$ cat src/rtl/core/ssp_pkg.sv
// ----------------------------------------------------------------------------
// Sine stepper position follower package
// Shared constants, types and the quarter-wave sine table.
// ----------------------------------------------------------------------------
package ssp_pkg;

  // Phase accumulator and sine table geometry.
  localparam int PHASE_BITS       = 32;
  localparam int SINE_TABLE_DEPTH = 1024;
  localparam int IDX_BITS         = $clog2(SINE_TABLE_DEPTH);
  localparam int QTR_BITS         = IDX_BITS - 2;
  localparam int QTR_DEPTH        = 1 << QTR_BITS;

  // Field widths.
  localparam int MODE_W   = 2;
  localparam int FREQ_W   = 10;
  localparam int AMP_W    = 15;
  localparam int OFS_W    = 13;
  localparam int ELAPSED_W = 16;
  localparam int CFG_W    = 15;
  localparam int OFSNOW_W = 18;
  localparam int COUNT_W  = 22;
  localparam int SINE_W   = 16;

  // Register limits.
  localparam logic [FREQ_W-1:0]        FREQ_TOP    = 10'd1000;
  localparam logic [FREQ_W-1:0]        FREQ_RESET  = 10'd100;
  localparam logic [AMP_W-1:0]         AMP_MAX     = 15'd20000;
  localparam logic [AMP_W-1:0]         AMP_RESET   = 15'd10;
  localparam logic signed [OFS_W-1:0]  OFS_LIM_POS = 13'sd4000;
  localparam logic signed [OFS_W-1:0]  OFS_LIM_NEG = -13'sd4000;

  // Phase increment divider: freq * elapsed * 2^PHASE_BITS / 10^8.
  localparam int PROD_W = FREQ_W + ELAPSED_W;
  localparam int REM_W  = 27;
  localparam logic [REM_W-1:0] PHASE_DIVISOR = 27'd100000000;

  // Target scaling: target = (|D| * TGT_K) >> TGT_SHIFT, TGT_K = 2^32 / (10 pi).
  localparam int DISP_W    = 36;
  localparam int MAG_W     = 34;
  localparam int K_W       = 28;
  localparam logic [K_W-1:0] TGT_K = 28'd136713055;
  localparam int TGT_SHIFT = 25;
  localparam int MQ_W      = K_W + MAG_W - TGT_SHIFT;
  localparam int TGT_W     = MQ_W + 1;
  localparam int CMP_W     = 40;

  localparam logic signed [COUNT_W-1:0] COUNT_MAX = 22'sh1FFFFF;
  localparam logic signed [COUNT_W-1:0] COUNT_MIN = 22'sh200000;

  typedef enum logic [MODE_W-1:0] {
    MODE_SINE,
    MODE_PULSE,
    MODE_ZERO,
    MODE_RELEASE
  } run_mode_t;

  typedef enum logic [1:0] {
    REG_RUN_MODE,
    REG_FREQ,
    REG_AMP,
    REG_OFFSET
  } cfg_reg_t;

  localparam logic [1:0] DIR_HOLD = 2'd0;
  localparam logic [1:0] DIR_FWD  = 2'd1;
  localparam logic [1:0] DIR_BACK = 2'd2;

  typedef enum logic [3:0] {
    ST_IDLE,
    ST_DIV,
    ST_ADV,
    ST_LOOKUP,
    ST_SCALE,
    ST_ABS,
    ST_MUL,
    ST_SIGN,
    ST_STEP,
    ST_DONE
  } state_t;

  typedef logic [14:0] sine_qtr_t [QTR_DEPTH];

  // One quarter-wave entry: Taylor series to x^11 in Q30, rounded to Q15.
  function automatic logic [14:0] sine_qtr_entry(input int unsigned j);
    logic [63:0] f;
    logic [63:0] x;
    logic [63:0] x2;
    logic [63:0] t;
    logic [63:0] v;
    f  = 64'(j) << (30 - QTR_BITS);
    x  = (f * 64'd1686629713) >> 30;
    x2 = (x * x) >> 30;
    t  = 64'd1073741824;
    t  = 64'd1073741824 - ((x2 * t) >> 30) / 64'd110;
    t  = 64'd1073741824 - ((x2 * t) >> 30) / 64'd72;
    t  = 64'd1073741824 - ((x2 * t) >> 30) / 64'd42;
    t  = 64'd1073741824 - ((x2 * t) >> 30) / 64'd20;
    t  = 64'd1073741824 - ((x2 * t) >> 30) / 64'd6;
    v  = (x * t) >> 30;
    v  = (v * 64'd32767 + 64'd536870912) >> 30;
    if (v > 64'd32767) begin
      v = 64'd32767;
    end
    return v[14:0];
  endfunction

  function automatic sine_qtr_t build_sine_qtr();
    sine_qtr_t tab;
    for (int k = 0; k < QTR_DEPTH; k++) begin
      tab[k] = sine_qtr_entry(k);
    end
    return tab;
  endfunction

  localparam sine_qtr_t     SINE_QTR  = build_sine_qtr();
  localparam logic [14:0]   SINE_PEAK = sine_qtr_entry(QTR_DEPTH);

endpackage

$ cat src/rtl/core/sine_stepper_position_follower.sv
// ----------------------------------------------------------------------------
// Sine stepper position follower
// Turns timer ticks into single microstep requests that follow a sine.
// ----------------------------------------------------------------------------
// Each request on the input stream is one timer tick. The block advances its
// phase (sine mode), looks up the sine, scales amplitude and slewed offset
// into a target in microsteps and moves the step counter at most one step
// toward it, returning one result request per tick. Ticks are handled one at
// a time: a new tick is not taken until the last one has run through all its
// states, and the other modes skip the phase divider and phase advance. The
// run time is set by the bit-serial phase divider (one quotient bit per cycle
// over the 32 phase bits) and the bit-serial target multiplier (one bit of the
// 34-bit displacement magnitude per cycle). A finished result sits in the
// output register, so the next tick is accepted while it waits to be taken.
// Configuration writes are always accepted and are meant to happen only
// while no tick is in flight.
module sine_stepper_position_follower
  import ssp_pkg::*;
(
  input  logic        clk,
  input  logic        rst,
  // Tick requests. tdata, from bit 0 up: elapsed_us[15:0], pulse_active,
  // slew_tick, zero fill.
  input  logic        s_axis_tvalid,
  output logic        s_axis_tready,
  input  logic [23:0] s_axis_tdata,
  // Result requests. tdata, from bit 0 up: step_dir[1:0], motor_release,
  // sync_level, step_position[21:0], zero fill.
  output logic        m_axis_tvalid,
  input  logic        m_axis_tready,
  output logic [31:0] m_axis_tdata,
  // Register writes: 0 run_mode, 1 freq_centihz, 2 amp_decimm,
  // 3 offset_target_halfmm.
  input  logic        cfg_valid,
  output logic        cfg_ready,
  input  logic [1:0]  cfg_index,
  input  logic [14:0] cfg_data
);

  localparam int MCNT_W = $clog2(MAG_W);

  // Configuration registers.
  run_mode_t                 run_mode;
  logic [FREQ_W-1:0]         freq_centihz;
  logic [AMP_W-1:0]          amp_decimm;
  logic signed [OFS_W-1:0]   ofs_target;

  // Architectural state.
  logic [PHASE_BITS-1:0]     phase_acc;
  logic signed [OFSNOW_W-1:0] offset_now;
  logic signed [COUNT_W-1:0] step_count;

  // Per-tick working registers.
  state_t                    state;
  state_t                    state_next;
  logic                      pulse_q;
  logic signed [SINE_W-1:0]  sine;
  logic signed [DISP_W-1:0]  disp;
  logic                      neg;
  logic [K_W-1:0]            acc_hi;
  logic [MAG_W-1:0]          acc_lo;
  logic [MCNT_W-1:0]         mcnt;
  logic signed [TGT_W-1:0]   target;
  logic [1:0]                dir;

  // Handshake and control.
  logic                      in_take;
  logic                      div_start;
  logic                      div_done;
  logic [PHASE_BITS-1:0]     div_quot;
  logic                      out_load;

  logic [ELAPSED_W-1:0]      in_elapsed;
  logic                      in_pulse;
  logic                      in_slew;
  logic [PROD_W-1:0]         in_prod;

  assign in_elapsed = s_axis_tdata[15:0];
  assign in_pulse   = s_axis_tdata[16];
  assign in_slew    = s_axis_tdata[17];
  assign in_prod    = PROD_W'(freq_centihz) * PROD_W'(in_elapsed);
  assign in_take    = s_axis_tvalid && s_axis_tready;
  assign cfg_ready  = 1'b1;

  // ---------------------------------------------------------------------------
  // Configuration writes, saturated to their legal ranges.
  // ---------------------------------------------------------------------------
  logic [FREQ_W-1:0]       cfg_freq;
  logic [AMP_W-1:0]        cfg_amp;
  logic signed [OFS_W-1:0] cfg_ofs;

  assign cfg_freq = cfg_data[FREQ_W-1:0];
  assign cfg_amp  = cfg_data[AMP_W-1:0];
  assign cfg_ofs  = signed'(cfg_data[OFS_W-1:0]);

  always_ff @(posedge clk) begin
    if (rst) begin
      run_mode     <= MODE_SINE;
      freq_centihz <= FREQ_RESET;
      amp_decimm   <= AMP_RESET;
      ofs_target   <= '0;
    end else if (cfg_valid && cfg_ready) begin
      unique case (cfg_reg_t'(cfg_index))
        REG_RUN_MODE: run_mode <= run_mode_t'(cfg_data[MODE_W-1:0]);
        REG_FREQ:     freq_centihz <= (cfg_freq > FREQ_TOP) ? FREQ_TOP : cfg_freq;
        REG_AMP:      amp_decimm <= (cfg_amp > AMP_MAX) ? AMP_MAX : cfg_amp;
        REG_OFFSET: begin
          if (cfg_ofs > OFS_LIM_POS) begin
            ofs_target <= OFS_LIM_POS;
          end else if (cfg_ofs < OFS_LIM_NEG) begin
            ofs_target <= OFS_LIM_NEG;
          end else begin
            ofs_target <= cfg_ofs;
          end
        end
        default: ;
      endcase
    end
  end

  // ---------------------------------------------------------------------------
  // Phase increment: freq * elapsed divided by 10^8, one bit per cycle.
  // ---------------------------------------------------------------------------
  ssp_phase_div u_div (
    .clk      (clk),
    .rst      (rst),
    .start    (div_start),
    .dividend (in_prod),
    .done     (div_done),
    .quot     (div_quot)
  );

  // ---------------------------------------------------------------------------
  // Sequencer.
  // ---------------------------------------------------------------------------
  always_comb begin
    state_next = state;
    unique case (state)
      ST_IDLE: begin
        if (in_take) begin
          state_next = (run_mode == MODE_SINE) ? ST_DIV : ST_LOOKUP;
        end
      end
      ST_DIV: begin
        if (div_done) begin
          state_next = ST_ADV;
        end
      end
      ST_ADV:    state_next = ST_LOOKUP;
      ST_LOOKUP: state_next = ST_SCALE;
      ST_SCALE:  state_next = ST_ABS;
      ST_ABS:    state_next = ST_MUL;
      ST_MUL: begin
        if (mcnt == MCNT_W'(MAG_W - 1)) begin
          state_next = ST_SIGN;
        end
      end
      ST_SIGN:   state_next = ST_STEP;
      ST_STEP:   state_next = ST_DONE;
      ST_DONE: begin
        if (!m_axis_tvalid || m_axis_tready) begin
          state_next = ST_IDLE;
        end
      end
      default:   state_next = ST_IDLE;
    endcase
  end

  always_comb begin
    s_axis_tready = (state == ST_IDLE);
    div_start     = (state == ST_IDLE) && s_axis_tvalid && (run_mode == MODE_SINE);
    out_load      = (state == ST_DONE) && (!m_axis_tvalid || m_axis_tready);
  end

  always_ff @(posedge clk) begin
    if (rst) begin
      state <= ST_IDLE;
    end else begin
      state <= state_next;
    end
  end

  // ---------------------------------------------------------------------------
  // Offset slew, applied on acceptance so the tick's target already sees it.
  // The goal in 0.02 mm units is the half-millimetre target times 25.
  // ---------------------------------------------------------------------------
  logic signed [OFSNOW_W-1:0] ofs_ext;
  logic signed [OFSNOW_W-1:0] ofs_goal;

  assign ofs_ext  = OFSNOW_W'(ofs_target);
  assign ofs_goal = (ofs_ext <<< 4) + (ofs_ext <<< 3) + ofs_ext;

  always_ff @(posedge clk) begin
    if (rst) begin
      offset_now <= '0;
    end else if (in_take && in_slew) begin
      if (offset_now < ofs_goal) begin
        offset_now <= offset_now + 1'b1;
      end else if (offset_now > ofs_goal) begin
        offset_now <= offset_now - 1'b1;
      end
    end
  end

  // ---------------------------------------------------------------------------
  // Phase accumulator.
  // ---------------------------------------------------------------------------
  always_ff @(posedge clk) begin
    if (rst) begin
      phase_acc <= '0;
    end else if (state == ST_ADV) begin
      phase_acc <= phase_acc + div_quot;
    end
  end

  // ---------------------------------------------------------------------------
  // Sine lookup from the quarter-wave table. Odd quadrants read the table
  // mirrored; the mirror of entry zero is the peak, which lies just past the
  // end of the table. The second half of the turn is negated.
  // ---------------------------------------------------------------------------
  logic [IDX_BITS-1:0] sine_idx;
  logic [1:0]          quad;
  logic [QTR_BITS-1:0] qlow;
  logic [QTR_BITS-1:0] qsel;
  logic [14:0]         sine_mag;
  logic signed [SINE_W-1:0] sine_pos;

  always_comb begin
    sine_idx = phase_acc[PHASE_BITS-1 -: IDX_BITS];
    quad     = sine_idx[IDX_BITS-1 -: 2];
    qlow     = sine_idx[QTR_BITS-1:0];
    qsel     = quad[0] ? (~qlow + 1'b1) : qlow;
    if (quad[0] && (qlow == '0)) begin
      sine_mag = SINE_PEAK;
    end else begin
      sine_mag = SINE_QTR[qsel];
    end
    sine_pos = signed'({1'b0, sine_mag});
  end

  always_ff @(posedge clk) begin
    if (state == ST_LOOKUP) begin
      sine <= quad[1] ? -sine_pos : sine_pos;
    end
  end

  // ---------------------------------------------------------------------------
  // Displacement in 0.02 mm * 2^-15: amp * 5 * sine + offset * 2^15, with one
  // full unit added to the sine for an active pulse in pulse mode. Drive to
  // zero uses a zero displacement.
  // ---------------------------------------------------------------------------
  logic [AMP_W+1:0]          amp5;
  logic signed [AMP_W+2:0]   amp5_s;
  logic signed [SINE_W+1:0]  sine_ext;
  logic signed [DISP_W-1:0]  amp_term;
  logic signed [DISP_W-1:0]  ofs_term;
  logic signed [DISP_W-1:0]  disp_mag;

  always_comb begin
    amp5     = ({2'b00, amp_decimm} << 2) + {2'b00, amp_decimm};
    amp5_s   = signed'({1'b0, amp5});
    sine_ext = (SINE_W + 2)'(sine);
    if ((run_mode == MODE_PULSE) && pulse_q) begin
      sine_ext = sine_ext + 18'sd32768;
    end
    amp_term = DISP_W'(amp5_s) * DISP_W'(sine_ext);
    ofs_term = {{(DISP_W - OFSNOW_W - 15){offset_now[OFSNOW_W-1]}}, offset_now, 15'b0};
    disp_mag = disp[DISP_W-1] ? -disp : disp;
  end

  always_ff @(posedge clk) begin
    if (in_take) begin
      pulse_q <= in_pulse;
    end
    if (state == ST_SCALE) begin
      disp <= (run_mode == MODE_ZERO) ? '0 : (amp_term + ofs_term);
    end
  end

  // ---------------------------------------------------------------------------
  // Target magnitude |D| * TGT_K >> TGT_SHIFT, by a serial-parallel multiplier:
  // one bit of |D| per cycle, LSB first, against the constant. The low product
  // bits shift into acc_lo as the multiplier bits leave it.
  // ---------------------------------------------------------------------------
  logic [K_W:0]    psum;
  logic [MQ_W-1:0] mq;

  assign psum = {1'b0, acc_hi} + (acc_lo[0] ? {1'b0, TGT_K} : '0);
  assign mq   = {acc_hi, acc_lo[MAG_W-1 -: (MAG_W - TGT_SHIFT)]};

  always_ff @(posedge clk) begin
    unique case (state)
      ST_ABS: begin
        neg    <= disp[DISP_W-1];
        acc_lo <= disp_mag[MAG_W-1:0];
        acc_hi <= '0;
        mcnt   <= '0;
      end
      ST_MUL: begin
        acc_hi <= psum[K_W:1];
        acc_lo <= {psum[0], acc_lo[MAG_W-1:1]};
        mcnt   <= mcnt + 1'b1;
      end
      ST_SIGN: begin
        target <= neg ? -signed'({1'b0, mq}) : signed'({1'b0, mq});
      end
      default: ;
    endcase
  end

  // ---------------------------------------------------------------------------
  // Step decision with one step of hysteresis: forward when the counter lies
  // below the target, backward when it lies more than one step above it.
  // The counter never leaves its signed range. A released motor holds.
  // ---------------------------------------------------------------------------
  logic signed [COUNT_W:0]   count_dec;
  logic signed [CMP_W-1:0]   pos_now;
  logic signed [CMP_W-1:0]   pos_dec;
  logic signed [CMP_W-1:0]   tgt_ext;
  logic                      below;
  logic                      above;

  always_comb begin
    count_dec = (COUNT_W + 1)'(step_count) - 1'b1;
    pos_now   = {{(CMP_W - COUNT_W - 16){step_count[COUNT_W-1]}}, step_count, 16'b0};
    pos_dec   = {{(CMP_W - COUNT_W - 17){count_dec[COUNT_W]}}, count_dec, 16'b0};
    tgt_ext   = CMP_W'(target);
    below     = pos_now < tgt_ext;
    above     = pos_dec > tgt_ext;
  end

  always_ff @(posedge clk) begin
    if (rst) begin
      step_count <= '0;
    end else if ((state == ST_STEP) && (run_mode != MODE_RELEASE)) begin
      if (below) begin
        if (step_count != COUNT_MAX) begin
          step_count <= step_count + 1'b1;
        end
      end else if (above) begin
        if (step_count != COUNT_MIN) begin
          step_count <= step_count - 1'b1;
        end
      end
    end
  end

  always_ff @(posedge clk) begin
    if (state == ST_STEP) begin
      dir <= DIR_HOLD;
      if (run_mode != MODE_RELEASE) begin
        if (below) begin
          if (step_count != COUNT_MAX) begin
            dir <= DIR_FWD;
          end
        end else if (above) begin
          if (step_count != COUNT_MIN) begin
            dir <= DIR_BACK;
          end
        end
      end
    end
  end

  // ---------------------------------------------------------------------------
  // Output register. It is loaded once the previous result has been taken.
  // ---------------------------------------------------------------------------
  logic sync_now;
  logic release_now;

  assign sync_now    = !sine[SINE_W-1] && (sine != '0);
  assign release_now = (run_mode == MODE_RELEASE);

  always_ff @(posedge clk) begin
    if (rst) begin
      m_axis_tvalid <= 1'b0;
    end else if (out_load) begin
      m_axis_tvalid <= 1'b1;
    end else if (m_axis_tready) begin
      m_axis_tvalid <= 1'b0;
    end
  end

  always_ff @(posedge clk) begin
    if (out_load) begin
      m_axis_tdata <= {6'b0, step_count, sync_now, release_now, dir};
    end
  end

endmodule

$ cat src/rtl/core/ssp_phase_div.sv
// ----------------------------------------------------------------------------
// Phase increment divider
// Restoring division by a constant, one quotient bit per cycle.
// ----------------------------------------------------------------------------
module ssp_phase_div
  import ssp_pkg::*;
(
  input  logic                  clk,
  input  logic                  rst,
  input  logic                  start,
  input  logic [PROD_W-1:0]     dividend,
  output logic                  done,
  output logic [PHASE_BITS-1:0] quot
);

  localparam int DCNT_W = $clog2(PHASE_BITS);

  logic              busy;
  logic [DCNT_W-1:0] cnt;
  logic [REM_W-1:0]  rem;
  logic [REM_W:0]    rem_sh;
  logic [REM_W:0]    rem_sub;
  logic              ge;

  assign rem_sh  = {rem, 1'b0};
  assign ge      = rem_sh >= {1'b0, PHASE_DIVISOR};
  assign rem_sub = ge ? (rem_sh - {1'b0, PHASE_DIVISOR}) : rem_sh;

  always_ff @(posedge clk) begin
    if (rst) begin
      busy <= 1'b0;
      done <= 1'b0;
      cnt  <= '0;
    end else begin
      done <= 1'b0;
      if (start) begin
        busy <= 1'b1;
        cnt  <= '0;
      end else if (busy) begin
        cnt <= cnt + 1'b1;
        if (cnt == DCNT_W'(PHASE_BITS - 1)) begin
          busy <= 1'b0;
          done <= 1'b1;
        end
      end
    end
  end

  always_ff @(posedge clk) begin
    if (start) begin
      rem  <= REM_W'(dividend);
      quot <= '0;
    end else if (busy) begin
      rem  <= rem_sub[REM_W-1:0];
      quot <= {quot[PHASE_BITS-2:0], ge};
    end
  end

endmodule
$ cat config.mk
export PLATFORM = sky130hd
export DESIGN_NAME = sine_stepper_position_follower
export DESIGN_NICKNAME = d
export VERILOG_FILES = /design/src/rtl/core/ssp_pkg.sv /design/src/rtl/core/sine_stepper_position_follower.sv /design/src/rtl/core/ssp_phase_div.sv
export SDC_FILE = /design/constraint.sdc
export NUM_CORES = 2
export LEC_CHECK = 0
export CAP_MARGIN = 25
export CELL_PAD_IN_SITES_DETAIL_PLACEMENT = 0
export CELL_PAD_IN_SITES_GLOBAL_PLACEMENT = 2
export CORE_MARGIN = 4
export CORE_UTILIZATION = 38
export CTS_CLUSTER_SIZE = 40
export DETAILED_ROUTE_END_ITERATION = 8
export DONT_BUFFER_PORTS = 1
export PLACE_DENSITY = 0.83
export SYNTH_ARGS = -nofsm -noshare
export SYNTH_HDL_FRONTEND = slang
export SYNTH_SLANG_ARGS = --single-unit
$ cat constraint.sdc
create_clock -name clk -period 9 [get_ports clk]
set_input_delay 0.45 -clock clk [delete_from_list [all_inputs] [get_ports clk]]
set_output_delay 0.45 -clock clk [all_outputs]
set_load 0.005 [all_outputs]
==> flow_summary.yaml <==
worst_setup_path:
  critPathArrivalTime_ns: 9.09
  start_kind: "flip-flop"
  crit_top_cell: "fa_1"
  crit_required_ns: 9.34
  crit_slowest_cell: "fa_1"
  crit_fanout: 7
  max_stage_delay_ns: 0.56
  crit_path_end_kind: "flip-flop"
  path_class: "flip-flop to flip-flop"
global_route:
  grt_pass1_vias: 36050
  overflow: 0
  grt_first_pass_wirelength_mm: 205.3
  grt_start_max_net_pins: 100
  grt_use_total_pct: 20.86
  grt_antenna_before_repair: 3
sta:
  slew_viol_final: 0
  fin_crit_ns: 8.750
  hold_viol: 0
  setup_viol: 0
  maxSlewHeadroom_pct: 29.15
  skew_ns: 0.02764
  final.period_utilization_pct: 97.22
  fmax_ghz: 0.1143
  worstMarginPinSlew_ns: 1.063
detailed_routing:
  totalWireLength_mm: 128.5
  vias: 36148
  drt_iter0_drc: 2880
  postRouteAntennaNets: 0
  drt_drc_violations_left: 0
  wl_per_cell_um: 19.62
  vias_per_cell: 5.519
  drtPass1Iterations: 5
synth:
  synthArstFlopShare_pct: 0
  synthFlopType: "edfxtp_1"
  yosysUniqueCellTypes: 101
  ys_seq_area_share_pct: 21.61
  syn_inst: 5098
  avgSynthCellArea_um2: 8.660
  syn-cell-area_um2: 44150
  yosys_warnings: 0
  synth-edff-count: 213
  ys_ff_latch: 370
pwr:
  vdd_ir_drop_max_mv: 0.3221
  leakage_nw: 20.84
  cellPowerDensity_nw_per_um2: 197.1
  power_mw: 9.400
cts:
  htreeDepth: 2
  cts_tree: "done"
  path_clk_slew_ns: 0.07
  worstSkewPairLatency_ns: 0.60
  cts_inserted_buffers: 46
  cts_root_buf: "clkbuf_16"
  ctsLongestPathBuffers: 3
  cts_sinks: 370
placement:
  portBuffers: 0
  placed_area_um2: 45850
  place_hpwl_mm: 95.38
  gp_congestion: 0.9682
floorplan:
  core_um2: 114800
  rows: 124
  chipHeight_um: 348.9
  ios: 81
  initial_utilization_pct: 38.45
  dieArea_um2: 121700
  dieWidth_um: 348.9
layout:
  synthToLayoutAreaGrowth_pct: 8.031
  drive_gt1_share_pct: 6.100
  design_area_um2: 47700
  fill_cells: 11581
  fin_nets: 5836
flow_run:
  cap_violations: 0
run_status:
  status: "complete, no violations"
min_path:
  hp-class: "primary input to flip-flop"
==> layer usage <==
layer	vias up	global-route usage [%]	routed length, um
li1	17350	-	-
met1	17520	28.58	57520
met2	1034	34.08	58870
met3	244	3.293	7928
met4	0	6.215	4200
met5	-	0	0
==> final timing paths <==
path                                   endpoint  slack (ns)           from  cells after the start
worst max-delay path                   disp[35]        0.25  amp_decimm[2]                     34
worst min-delay path             amp_decimm[14]        0.05   cfg_data[14]                      2
worst max register to register         disp[35]        0.25  amp_decimm[2]                     34
worst min register to register  m_axis_tdata[1]        0.44         dir[1]                      0
==> cells in the final DEF, fill, tap and decap left out, types with 95 or more instances in the layout <==
cell type and count:
a21oi_1 269, and2_1 215, buf_4 108, dfxtp_1 151, edfxtp_1 213, fa_1 383, ha_1 404, inv_1 531
nand2_1 560, nor2_1 365, nor3_1 95, o21ai_0 228, xnor2_1 142, xor2_1 114
==> flip-flops by register name, indices dropped and copies added, names as in the netlist, 5 cells and up <==
register / count
phase_acc: 32
ofs_target: 13
amp_decimm: 15
target: 38
mcnt: 6
step_count: 22
offset_now: 18
sine: 16
acc_lo: 34
u_div.rem: 27
u_div.quot: 32
m_axis_tdata: 26
disp: 35
acc_hi: 28
freq_centihz: 10
u_div.cnt: 5
==> synthesized netlist by cell type (19+ instances only) <==
library cell  number  area (um^2)
o21ai_0          232         1161
nor2_1           370         1389
a21o_1            56        420.4
o21a_1            31        232.7
nand2b_1          64        400.4
or3_1             30        187.7
or2_2             23        143.9
buf_2             50        250.2
o31ai_1           39        292.8
and2_1           215         1345
a21oi_1          274         1371
a211oi_1          73        548.0
a221oi_1          23        201.4
a31oi_1           43        269.0
a211o_1           19        166.4
nor2b_1           57        356.6
xor2_1           114        998.5
nor3_1            99        495.5
mux2i_1           84        840.8
edfxtp_1         213         6396
dfxtp_1          157         3143
o211ai_1          34        255.2
nor4_1            34        212.7
clkbuf_1         200        750.7
nand3_1           80        400.4
a22oi_1           23        172.7
xnor2_1          144         1261
fa_1             388         7767
and3_1            48        300.3
nand2_1          560         2102
nand4_1           29        181.4
inv_1            532         1997
ha_1             405         5067
o21bai_1          19        142.6
o41ai_1           19        166.4
buf_1             19        71.32
==> power breakdown <==
| group | total (mW) | switching [mW] | internal, mW | leakage, nW |
|---|---|---|---|---|
| clock network | 1.88 | 0.785 | 1.09 | 0.743 |
| registers | 2.18 | 0.131 | 2.04 | 3.20 |
| logic | 5.35 | 2.96 | 2.38 | 16.9 |
| total | 9.40 | 3.88 | 5.52 | 20.8 |
==> worst max-delay path: cells and delay by family, from the launching register on <==
family,cells,cell delay [ns]
DFF,1,0.32
xor gates and xnor gates,1,0.26
and+or+nand+nor,6,1.07
adders and majority gates,9,3.87
AOI/OAI and AO/OA,11,2.24
buffers and inverters,7,0.71
==> layout make-up <==
type,count,area [um^2],area share [%]
Multi-Input combinational cell,3917,31680,66.43
Sequential cell,370,9547,20.02
Inverter,538,2019,4.234
Tap cell,1512,1892,3.966
Clock buffer,54,1221,2.560
Timing Repair Buffer,124,1017,2.133
Clock inverter,30,304.0,0.6375
Antenna cell,5,12.51,0.02623
==> stage by stage <==
| step | std cells | utilization (%) | TNS (ns) | hold WS (ns) | setup slack (ns) |
|---|---|---|---|---|---|
| finish | 6550 | 41.54 | 0 | 0.04810 | 0.2504 |
| global route | 6545 | 41.53 | -0.1891 | 0.03086 | -0.07198 |
| CTS | 6539 | 41.39 | 0 | 0.002644 | 0.001054 |
| detailed placement | 6444 | 39.94 | -0.09595 | 0.4108 | -0.09595 |
| global placement | 6443 | 39.93 | -0.02722 | 0.4291 | -0.02722 |
| floorplan | 5103 | - | 0 | 0.4003 | 0.006180 |
==> repair_timing <==
action / in CTS / in global routing
gates resized for setup: 4 / 30
pin swaps: 0 / 19
endpoints found under the setup margin: 1 / 8
hold buffers: 11 / 0
hold endpoints to repair: 105 / 0
setup buffers: 0 / 4
==> cells by family (layout without fill, tap and decap cells) <==
logic type               Yosys count  after routing  share of synthesized area [%]
AND/OR/NAND/NOR                 1700           1700                          18.80
adder cells (fa/ha/maj)          793            793                          29.07
flip-flops                       370            370                          21.61
buffers and inverters            816            746                          7.156
XOR/XNOR                         261            261                          5.229
AO/OA/AOI/OAI                   1066           1066                          16.07
multiplexers                      90             90                          2.057
other                              2             12                        0.01701
Note: power is estimated with default switching activity, not from simulation.
